File: src/design/efm_pkg.sv
package efm_pkg;

    // Fixed field widths
    localparam int SHELF_W   = 16;
    localparam int STATUS_W  = 2;
    localparam int REPORT_W  = 8;

    // Result status codes
    localparam logic [STATUS_W-1:0] STAT_STORED   = 2'd0;
    localparam logic [STATUS_W-1:0] STAT_SERVED   = 2'd1;
    localparam logic [STATUS_W-1:0] STAT_UNSERVED = 2'd2;
    localparam logic [STATUS_W-1:0] STAT_OVERFLOW = 2'd3;

    // Event modes
    localparam logic MODE_PRODUCE = 1'b0;
    localparam logic MODE_CONSUME = 1'b1;

    typedef struct packed {
        logic [STATUS_W-1:0] status;
        logic [REPORT_W-1:0] dropped_count;
        logic [REPORT_W-1:0] occupancy;
        logic                all_served;
    } result_t;

endpackage

File: src/design/expiring_fifo_matcher.sv
// Channel   Ports                                   Dir  Beat
// --------  --------------------------------------  ---  ----------------------------
// input     s_valid s_ready s_mode s_event_time     in   one produce or consume event
// result    m_valid m_ready m_status m_dropped_count out  one result per event
//           m_occupancy m_all_served
// config    cfg_valid cfg_ready cfg_data            in   shelf_life register write
//
// Sequence: a produce is accepted, then its result is loaded into the output
//   register. A consume walks the entries it pops, one entry per cycle, bound
//   by the single read port of the expiry RAM (registered read).
// Reset: aresetn synchronous, active low; clears pointers, count, shelf_life
//   and output valid, and sets the sticky flag. No clearing pass: RAM entries
//   are read only after being written.
// Stalls: a finished result sits in the output register while the next beat is
//   accepted; the following result waits until m_ready frees that register.
module expiring_fifo_matcher #(
    parameter int DEPTH     = 128,
    parameter int TIME_BITS = 16
) (
    input  logic                                aclk,
    input  logic                                aresetn,
    // event input
    input  logic                                s_valid,
    output logic                                s_ready,
    input  logic                                s_mode,
    input  logic [TIME_BITS-1:0]                s_event_time,
    // result output
    output logic                                m_valid,
    input  logic                                m_ready,
    output logic [efm_pkg::STATUS_W-1:0]        m_status,
    output logic [efm_pkg::REPORT_W-1:0]        m_dropped_count,
    output logic [efm_pkg::REPORT_W-1:0]        m_occupancy,
    output logic                                m_all_served,
    // shelf_life write
    input  logic                                cfg_valid,
    output logic                                cfg_ready,
    input  logic [efm_pkg::SHELF_W-1:0]         cfg_data
);

    // Expiry = time + shelf_life; wide enough for either operand plus carry.
    localparam int EXP_W = ((TIME_BITS > efm_pkg::SHELF_W) ? TIME_BITS
                                                            : efm_pkg::SHELF_W) + 1;
    localparam int PTR_W = $clog2(DEPTH);

    logic [efm_pkg::SHELF_W-1:0] shelf_reg;
    efm_pkg::result_t            res;

    logic                        mem_wr_en;
    logic [PTR_W-1:0]            mem_wr_addr;
    logic [EXP_W-1:0]            mem_wr_data;
    logic [PTR_W-1:0]            mem_rd_addr;
    logic [EXP_W-1:0]            mem_rd_data;

    // Config register: always writable; the user must write it only while idle, the block does not enforce this.
    assign cfg_ready = 1'b1;

    always_ff @(posedge aclk) begin
        if (!aresetn) begin
            shelf_reg <= '0;
        end else if (cfg_valid) begin
            shelf_reg <= cfg_data;
        end
    end

    // Expiry store: one write (produce) and one read (head walk) port.
    efm_ram #(
        .WIDTH (EXP_W),
        .DEPTH (DEPTH)
    ) u_ram (
        .aclk    (aclk),
        .wr_en   (mem_wr_en),
        .wr_addr (mem_wr_addr),
        .wr_data (mem_wr_data),
        .rd_addr (mem_rd_addr),
        .rd_data (mem_rd_data)
    );

    // Sequencer: pointers, count, sticky flag, pop walk, output register.
    efm_core #(
        .DEPTH     (DEPTH),
        .TIME_BITS (TIME_BITS),
        .EXP_W     (EXP_W)
    ) u_core (
        .aclk         (aclk),
        .aresetn      (aresetn),
        .s_valid      (s_valid),
        .s_ready      (s_ready),
        .s_mode       (s_mode),
        .s_event_time (s_event_time),
        .shelf_life   (shelf_reg),
        .res_valid    (m_valid),
        .res_ready    (m_ready),
        .res          (res),
        .mem_wr_en    (mem_wr_en),
        .mem_wr_addr  (mem_wr_addr),
        .mem_wr_data  (mem_wr_data),
        .mem_rd_addr  (mem_rd_addr),
        .mem_rd_data  (mem_rd_data)
    );

    assign m_status        = res.status;
    assign m_dropped_count = res.dropped_count;
    assign m_occupancy     = res.occupancy;
    assign m_all_served    = res.all_served;

    // RAM is written only on an accepted produce beat.
    a_write_on_accept: assert property (@(posedge aclk) disable iff (!aresetn)
        mem_wr_en |-> (s_valid && s_ready && (s_mode == efm_pkg::MODE_PRODUCE)))
        else $error("expiry write without accepted produce");

    // Produce results never report drops.
    a_no_drop_on_produce: assert property (@(posedge aclk) disable iff (!aresetn)
        (m_valid && ((m_status == efm_pkg::STAT_STORED) ||
                     (m_status == efm_pkg::STAT_OVERFLOW))) |-> (m_dropped_count == '0))
        else $error("drop count on produce result");

    // An unserved consume must show the sticky flag cleared.
    a_unserved_flag: assert property (@(posedge aclk) disable iff (!aresetn)
        (m_valid && (m_status == efm_pkg::STAT_UNSERVED)) |-> !m_all_served)
        else $error("all_served set on unserved result");

endmodule

File: src/design/efm_ram.sv
module efm_ram #(
    parameter int WIDTH = 17,
    parameter int DEPTH = 128
) (
    input  logic                     aclk,
    input  logic                     wr_en,
    input  logic [$clog2(DEPTH)-1:0] wr_addr,
    input  logic [WIDTH-1:0]         wr_data,
    input  logic [$clog2(DEPTH)-1:0] rd_addr,
    output logic [WIDTH-1:0]         rd_data
);

    logic [WIDTH-1:0] mem [DEPTH];
    logic [WIDTH-1:0] rd_data_reg;

    always_ff @(posedge aclk) begin
        if (wr_en) begin
            mem[wr_addr] <= wr_data;
        end
        rd_data_reg <= mem[rd_addr];
    end

    assign rd_data = rd_data_reg;

endmodule

File: src/design/efm_core.sv
module efm_core #(
    parameter int DEPTH     = 128,
    parameter int TIME_BITS = 16,
    parameter int EXP_W     = 17
) (
    input  logic                          aclk,
    input  logic                          aresetn,
    input  logic                          s_valid,
    output logic                          s_ready,
    input  logic                          s_mode,
    input  logic [TIME_BITS-1:0]          s_event_time,
    input  logic [efm_pkg::SHELF_W-1:0]   shelf_life,
    output logic                          res_valid,
    input  logic                          res_ready,
    output efm_pkg::result_t              res,
    output logic                          mem_wr_en,
    output logic [$clog2(DEPTH)-1:0]      mem_wr_addr,
    output logic [EXP_W-1:0]              mem_wr_data,
    output logic [$clog2(DEPTH)-1:0]      mem_rd_addr,
    input  logic [EXP_W-1:0]              mem_rd_data
);

    localparam int PTR_W = $clog2(DEPTH);
    localparam int CNT_W = $clog2(DEPTH + 1);

    localparam logic [1:0] ST_IDLE = 2'd0;
    localparam logic [1:0] ST_WALK = 2'd1;
    localparam logic [1:0] ST_HOLD = 2'd2;

    logic [1:0]                    state_reg,  state_next;
    logic [PTR_W-1:0]              head_reg,   head_next;
    logic [PTR_W-1:0]              tail_reg,   tail_next;
    logic [CNT_W-1:0]              count_reg,  count_next;
    logic                          served_reg, served_next;
    logic [TIME_BITS-1:0]          time_reg,   time_next;
    logic [CNT_W-1:0]              drop_reg,   drop_next;
    logic [efm_pkg::STATUS_W-1:0]  status_reg, status_next;
    logic                          out_valid_reg, out_valid_next;
    efm_pkg::result_t              out_reg, out_next;

    logic                          accept;
    logic                          fresh;
    logic                          out_free;
    logic [CNT_W+7:0]              drop_wide;
    logic [CNT_W+7:0]              count_wide;

    function automatic logic [PTR_W-1:0] ring_next(input logic [PTR_W-1:0] p);
        ring_next = (p == PTR_W'(DEPTH - 1)) ? '0 : p + 1'b1;
    endfunction

    assign s_ready   = (state_reg == ST_IDLE);
    assign accept    = s_valid && s_ready;
    assign fresh     = (mem_rd_data >= EXP_W'(time_reg));
    assign out_free  = !out_valid_reg || res_ready;
    assign drop_wide  = {8'd0, drop_reg};
    assign count_wide = {8'd0, count_reg};

    assign mem_wr_en   = accept && (s_mode == efm_pkg::MODE_PRODUCE)
                         && (count_reg != CNT_W'(DEPTH));
    assign mem_wr_addr = tail_reg;
    assign mem_wr_data = EXP_W'(s_event_time) + EXP_W'(shelf_life);
    // Read always targets the head after this cycle's pop, so the next
    // head entry is on mem_rd_data in the following cycle.
    assign mem_rd_addr = head_next;

    always_comb begin
        state_next     = state_reg;
        head_next      = head_reg;
        tail_next      = tail_reg;
        count_next     = count_reg;
        served_next    = served_reg;
        time_next      = time_reg;
        drop_next      = drop_reg;
        status_next    = status_reg;
        out_valid_next = out_valid_reg && !res_ready;
        out_next       = out_reg;

        case (state_reg)
            ST_IDLE: begin
                if (accept) begin
                    time_next = s_event_time;
                    drop_next = '0;
                    state_next = ST_HOLD;
                    if (s_mode == efm_pkg::MODE_PRODUCE) begin
                        if (count_reg == CNT_W'(DEPTH)) begin
                            status_next = efm_pkg::STAT_OVERFLOW;
                        end else begin
                            status_next = efm_pkg::STAT_STORED;
                            tail_next   = ring_next(tail_reg);
                            count_next  = count_reg + 1'b1;
                        end
                    end else if (count_reg == '0) begin
                        status_next = efm_pkg::STAT_UNSERVED;
                        served_next = 1'b0;
                    end else begin
                        state_next = ST_WALK;
                    end
                end
            end
            ST_WALK: begin
                head_next  = ring_next(head_reg);
                count_next = count_reg - 1'b1;
                if (fresh) begin
                    status_next = efm_pkg::STAT_SERVED;
                    state_next  = ST_HOLD;
                end else begin
                    drop_next = drop_reg + 1'b1;
                    if (count_reg == CNT_W'(1)) begin
                        status_next = efm_pkg::STAT_UNSERVED;
                        served_next = 1'b0;
                        state_next  = ST_HOLD;
                    end
                end
            end
            ST_HOLD: begin
                if (out_free) begin
                    out_valid_next         = 1'b1;
                    out_next.status        = status_reg;
                    out_next.dropped_count = drop_wide[7:0];
                    out_next.occupancy     = count_wide[7:0];
                    out_next.all_served    = served_reg;
                    state_next             = ST_IDLE;
                end
            end
            default: begin
                state_next = ST_IDLE;
            end
        endcase
    end

    always_ff @(posedge aclk) begin
        if (!aresetn) begin
            state_reg     <= ST_IDLE;
            head_reg      <= '0;
            tail_reg      <= '0;
            count_reg     <= '0;
            served_reg    <= 1'b1;
            out_valid_reg <= 1'b0;
        end else begin
            state_reg     <= state_next;
            head_reg      <= head_next;
            tail_reg      <= tail_next;
            count_reg     <= count_next;
            served_reg    <= served_next;
            out_valid_reg <= out_valid_next;
        end
    end

    always_ff @(posedge aclk) begin
        time_reg   <= time_next;
        drop_reg   <= drop_next;
        status_reg <= status_next;
        out_reg    <= out_next;
    end

    assign res_valid = out_valid_reg;
    assign res       = out_reg;

endmodule
File: config.mk
export PLATFORM = sky130hd
export DESIGN_NAME = expiring_fifo_matcher
export DESIGN_NICKNAME = d
export VERILOG_FILES = /design/src/design/efm_pkg.sv /design/src/design/expiring_fifo_matcher.sv /design/src/design/efm_ram.sv /design/src/design/efm_core.sv
export SDC_FILE = /design/constraint.sdc
export NUM_CORES = 2
export LEC_CHECK = 0
export ABC_AREA = 1
export BUFFER_PORTS_ARGS = -buffer_cell sky130_fd_sc_hd__buf_2
export CAP_MARGIN = 20
export CORE_MARGIN = 3
export CORE_UTILIZATION = 55
export CTS_CLUSTER_SIZE = 24
export DETAILED_ROUTE_END_ITERATION = 10
export PLACE_DENSITY = 0.71
export SKIP_CTS_REPAIR_TIMING = 1
export SYNTH_ARGS = -nofsm -noshare
export SYNTH_HDL_FRONTEND = slang
export SYNTH_SLANG_ARGS = --single-unit
File: constraint.sdc
create_clock -name aclk -period 12.25 [get_ports aclk]
set_input_delay 0 -clock aclk [delete_from_list [all_inputs] [get_ports aclk]]
set_output_delay 0 -clock aclk [all_outputs]
set_load 0.1 [all_outputs]
### Word-level counts from Yosys, hierarchy flattened

Memories as Yosys holds them, arrays and structs flattened. A register that Yosys moved wholly into a read port is not among the register bits.
Index checks and enable logic that the tools add are counted.

* bitwise gates (word level): 2
* eq/ne operators: 17
* $lt $le $gt $ge: 1
* muxes and demuxes: 33
* reductions and logical operators: 18
* add/subtract/negate cells: 6

Operators with widths (number)
* $mux 8: 5
* $pmux 8 s2: 2
* $mux 2: 11
* $mux 7: 3
* $add 16x16->17: 1
* $ge 17x16->1: 1
* $add 8x1->8 const B: 2
* $add 7x1->7 const B: 2
* $eq 7x7->1 const B: 2
* $ne 2x2->1 const B: 6
* $reduce_and 4->1: 3
* $mux 1: 9
* $eq 8x1->1 const B: 1
* $eq 8x8->1 const B: 1
* $logic_not 8->1: 1
* $ne 8x8->1 const B: 1
* $sub 8x1->8 const B: 1
* $pmux 2 s3: 1
* $reduce_and 3->1: 2
* $reduce_and 6->1: 1
* $logic_and 1x1->1: 4
* $ne 2x1->1 const B: 2
* $pmux 2 s2: 1
* $reduce_and 2->1: 2
* 10 further kinds: 12

* bits of input ports: 38
* register bits: 87
* bits in writable memories: 2176
* memories kept: 1
* logic and storage cells: 92

Memories
* u_ram.mem: depth 128, width 17, rd ports 1, clocked after memory_dff 1, wr ports 1, RTL line efm_ram.sv:13 `logic [WIDTH-1:0] mem [DEPTH];`

### Longest topological paths before layout

* word-level depth: 6
* gate-level depth with buffers: 18

### Cells and area by module

From an unflattened synthesis, not the netlist that was laid out.

* cells, all modules: 7804
* area, all modules: 92776.5 µm²

By module, submodules not included
* efm_ram: times used 1, cells an instance 7205, sequential area each 65683.0 µm², area each 87825.5 µm²
* efm_core: times used 1, cells an instance 496, sequential area each 1871.8 µm², area each 4265.3 µm²
* expiring_fifo_matcher: times used 1, cells an instance 103, sequential area each 320.3 µm², area each 685.7 µm²

### Least setup slack after synthesis

No wires, ideal clock.

* path type: reg-to-reg
* from: register shelf_reg[0] (netlist bit)
* to: memory u_ram.mem[0][10] (data pin)
* path slack: 5.893 ns
* library setup time: 0.931 ns
* data arrival time: 5.426 ns
* stages on the path, launching flop included: 11
* data required time: 11.319 ns
* buffers on the path: 0
* cell sequence: dfxtp_1 -> ha_1 -> inv_1 -> fa_1 -> o21ai_0 -> nand2_1 -> nand2_1 -> a21oi_1 -> o21ai_0 -> a21boi_0 -> xnor2_1

* longest elaborated chain between the ends: 1

Ends and longest elaborated chain
* start, declared: RTL line expiring_fifo_matcher.sv:45 `logic [efm_pkg::SHELF_W-1:0] shelf_reg;`
* start signal, assigned: RTL line expiring_fifo_matcher.sv:61 `shelf_reg <= cfg_data;`
* $add 16x16->17: RTL line efm_core.sv:61 `assign mem_wr_data = EXP_W'(s_event_time) + EXP_W'(shelf_life);`
* net mem_wr_data[10]: RTL line expiring_fifo_matcher.sv:50 `logic [EXP_W-1:0] mem_wr_data;`
* end, declared: RTL line efm_ram.sv:13

The timed path passes the listed nets, and every way through them passes these cells.

### Final worst setup path

* from: register u_core.head_reg[0]
* to: register u_ram.rd_data_reg[1] (netlist: u_ram.rd_data[1]), read port of u_ram.mem

* longest elaborated chain between the ends: 3
* elaborated cells on any way between the ends: 4
* classes of those cells: add/sub: 1; eq/ne: 1; mux: 2

Ends and longest elaborated chain
* start, declared: RTL line efm_core.sv:31 `logic [PTR_W-1:0] head_reg, head_next;`
* start signal, assigned: RTL line efm_core.sv:141 `head_reg <= head_next;`
* $add 7x1->7 or $eq 7x7->1 (tied branches): RTL line efm_core.sv:48 `ring_next = (p == PTR_W'(DEPTH - 1)) ? '0 : p + 1'b1;`
* $mux 7: RTL line efm_core.sv:48
* $mux 7 (*): RTL line efm_core.sv:78 `case (state_reg)`
* end, declared: RTL line efm_ram.sv:14 `logic [WIDTH-1:0] rd_data_reg;`

Every way passes the cells marked *; elsewhere a longest branch is shown, timed or not.
A chain may end at the register's enable or synchronous reset.

==> impl_results.md <==
- Status: complete, no violations
- Final setup viols: 0
- Max-slew headroom: 18.1%
- Top_reg_cell synth: edfxtp_1
- Post-route DRC violation count: 0
- Worst IR drop on VDD: 0.260 mV
- Worst clock skew: roughly 67 ps
- Hold Violations, Final: 0
- Crit. End Element: register
- CP max FO: 217
- Clock-pin slew on the worst setup and hold paths: ~60 ps
- Initial Util: a little under three fifths
- Syn Std Cell Area: around 0.094 mm²
- Critical R2R Launch: u_core.head_reg[0]$_SDFF_PN0_
- Crit path to: u_ram.rd_data[1]$_DFF_P_
- Most frequent cells in the layout: nand3_1 (3041), edfxtp_1 (2221), nand2_1 (1382), clkbuf_16 (220), buf_4 (205)
- Setup crit start kind: register
- Post-synth ARST share: 0%
- Slew Viols, Final: 0
- Synth-to-Final Area Change: 11.2%
- Syn nets: about 8000
- Synth unique cells: between 40 and 50
- Core area: approximately 0.17 mm²
- H-tree Lvls: 4
- Total power density per cell area: roughly 220 mW/mm²
- GRT overflow: 0
- CTS Buf Count: between 200 and 250
- Die Area: roughly 0.18 mm²
- Worst slew pin tran: between 1000 and 1500 ps
- Hold WS: 86.4 ps
- Worst setup startpoint: u_core.head_reg[0]$_SDFF_PN0_
- Achievable Freq: 166 MHz
- Die height: between 400 and 500 µm
- CTS max path bufs: 3
- # fillers: ~13000
- Pre-Repair DR Iteration Count: 6
- Max FFs per register: between 2000 and 2500
- GRT Util Overall: a little under a third
- RD Place Congestion: a little under 0.9
- Req. time, crit path: 13030 ps
- Crit Path Class: register to register
- Final #Nets: roughly 7900
- Total vias in the final route: 66500
- Synthesized area per cell: between 10 and 15 µm²
- Die Span X: 419 µm
- P_leak: about 36 nW
- TritonCTS clock tree: yes
- Vias in the first global route: between 60000 and 70000
- Via-per-instance ratio: around 6.5
- Setup TNS: 0 ps
- Clk_lat worst skew: roughly 870 ps
- DRT iter0 DRCs: approximately 10000
- Register area share after synthesis: slightly above 70%
- Root buf cell: clkbuf_16
- IO Count: 60
- Critical path arrival: 6800 ps
- Initial antenna violation count: 9
- Synth Warn #: 0
- Most common cell after layout, fill and taps aside: nand3_1
- DP Wirelength: roughly 140000 µm
- Clock sinks: 2280
- Cells after Synth: 7809
- Final antenna-violating net count: 0
- EDFF count, synth: around 2200
- RSZ-0062 raised after global routing: false
- Worst min path class: input port to register
- FF-to-FF path depth: 16
- Tot Pwr: approximately 23 mW
- FP Rows: 150
- Fin crit period: roughly 6000 ps
- First-pass GRT wire length: 396000 µm
- Largest net degree at the start of global routing: about 220
- Synthesized flop and latch total: approximately 2300
- Total Wirelength: roughly 270000 µm
- Final Cycle Share: between 40% and 50%
- R2R Path End: u_ram.rd_data[1]$_DFF_P_
- Max Cap Viol: 0
- DR WL/cell: around 27 µm
- Register-to-register setup slack: about 6200 ps
- Layout cells sized above 1: under 10%
- PortBufs: 58
[per-stage QoR]
stage	std cells	utilization, %	cell area (µm²)	setup WS, ps
2_1_floorplan	7809	-	93700	5890
3_3_place_gp	9701	57.2	96200	6470
4_1_cts	10100	61.3	103000	6390
5_1_grt	10200	61.9	104000	6020
3_5_place_dp	9704	57.2	96200	6400
6_report	10200	61.9	104000	6230
[layer usage]
metal | vias to the layer above | global-route usage (%) | share of wire [%]
met5 | - | 0 | 0.0047
met4 | 2 | 15.0 | 5.4
met3 | 858 | 6.41 | 12
met2 | 4598 | 47.5 | 47
met1 | 32400 | 40.2 | 36
li1 | 28600 | - | -
[layout make-up]
class / instances / area (µm²) / share of cell area (%)
diodes: 3 / 7.51 / 0.00721
clock buffers: 292 / 5930 / 5.69
clock inverters: 112 / 883 / 0.848
inverters: 99 / 404 / 0.388
multi-input cells: 4846 / 23100 / 22.2
flip-flops and latches: 2280 / 67900 / 65.2
well taps: 2204 / 2760 / 2.65
repair buffers: 380 / 3160 / 3.03
[worst min-delay path by stage]
stage	to	startpoint	cells past startpoint
after floorplan	u_core.time_reg[0]$_DFFE_PP_	s_event_time[0]	0
after global placement	u_core.time_reg[11]$_DFFE_PP_	s_event_time[11]	1
after detailed placement	u_core.time_reg[11]$_DFFE_PP_	s_event_time[11]	1
after CTS	u_core.time_reg[11]$_DFFE_PP_	s_event_time[11]	1
after global routing	u_core.status_reg[0]$_DFFE_PP_	s_mode	3
final	u_core.status_reg[0]$_DFFE_PP_	s_mode	3
[critical path, stage by stage (launching register included)]
cell	delay [ps]
dfxtp_1	380
ha_1	180
nand3_1	230
nor2_4	230
nand3_4	300
buf_12	440
nand2_8	590
buf_12	600
buf_4	910
nand2_1	120
nand3_1	120
nand3_1	150
nand3_1	180
nand3_1	260
nand3_1	320
nand3_1	350
nand2_1	170
[power breakdown]
part           switching [mW]  total (mW)  leakage, nW  internal (mW)
Sequential              0.104        9.19         20.5           9.08
Clock                    2.90        6.50         3.33           3.60
Combinational            5.38        7.28         12.4           1.90
[cell families (layout without fill, tap and decap cells)]
logic type / Yosys count / after routing / share of synthesized area [%]
simple gates: 4681 / 4681 / 23.0
flops: 2280 / 2280 / 72.5
xor+xnor: 19 / 19 / 0.178
fa+ha+maj: 40 / 40 / 0.542
compound gates: 105 / 105 / 0.624
buf+inv: 683 / 883 / 3.22
other cells: 1 / 4 / 0.00400
[Yosys cell counts, types with 3 or more instances]
cell      instances  area (µm²)
a211oi_1          3        22.5
a21oi_1          37         185
a31oi_1           3        18.8
buf_1            88         330
buf_2           299        1500
buf_4            18         135
clkbuf_1        177         664
clkinv_1          3        11.3
dfxtp_1          59        1180
edfxtp_1       2221       66700
ha_1             39         488
inv_1            89         334
inv_2             7        26.3
nand2_1        1382        5190
nand3_1        3042       15200
nand4_1          11        68.8
nor2_1          209         785
nor3_1           20         100
nor4_1            5        31.3
o21a_1            5        37.5
o21ai_0          45         225
o21bai_1          3        22.5
xnor2_1           7        61.3
xor2_1           12         105
Note: power is estimated with default switching activity, not from simulation.
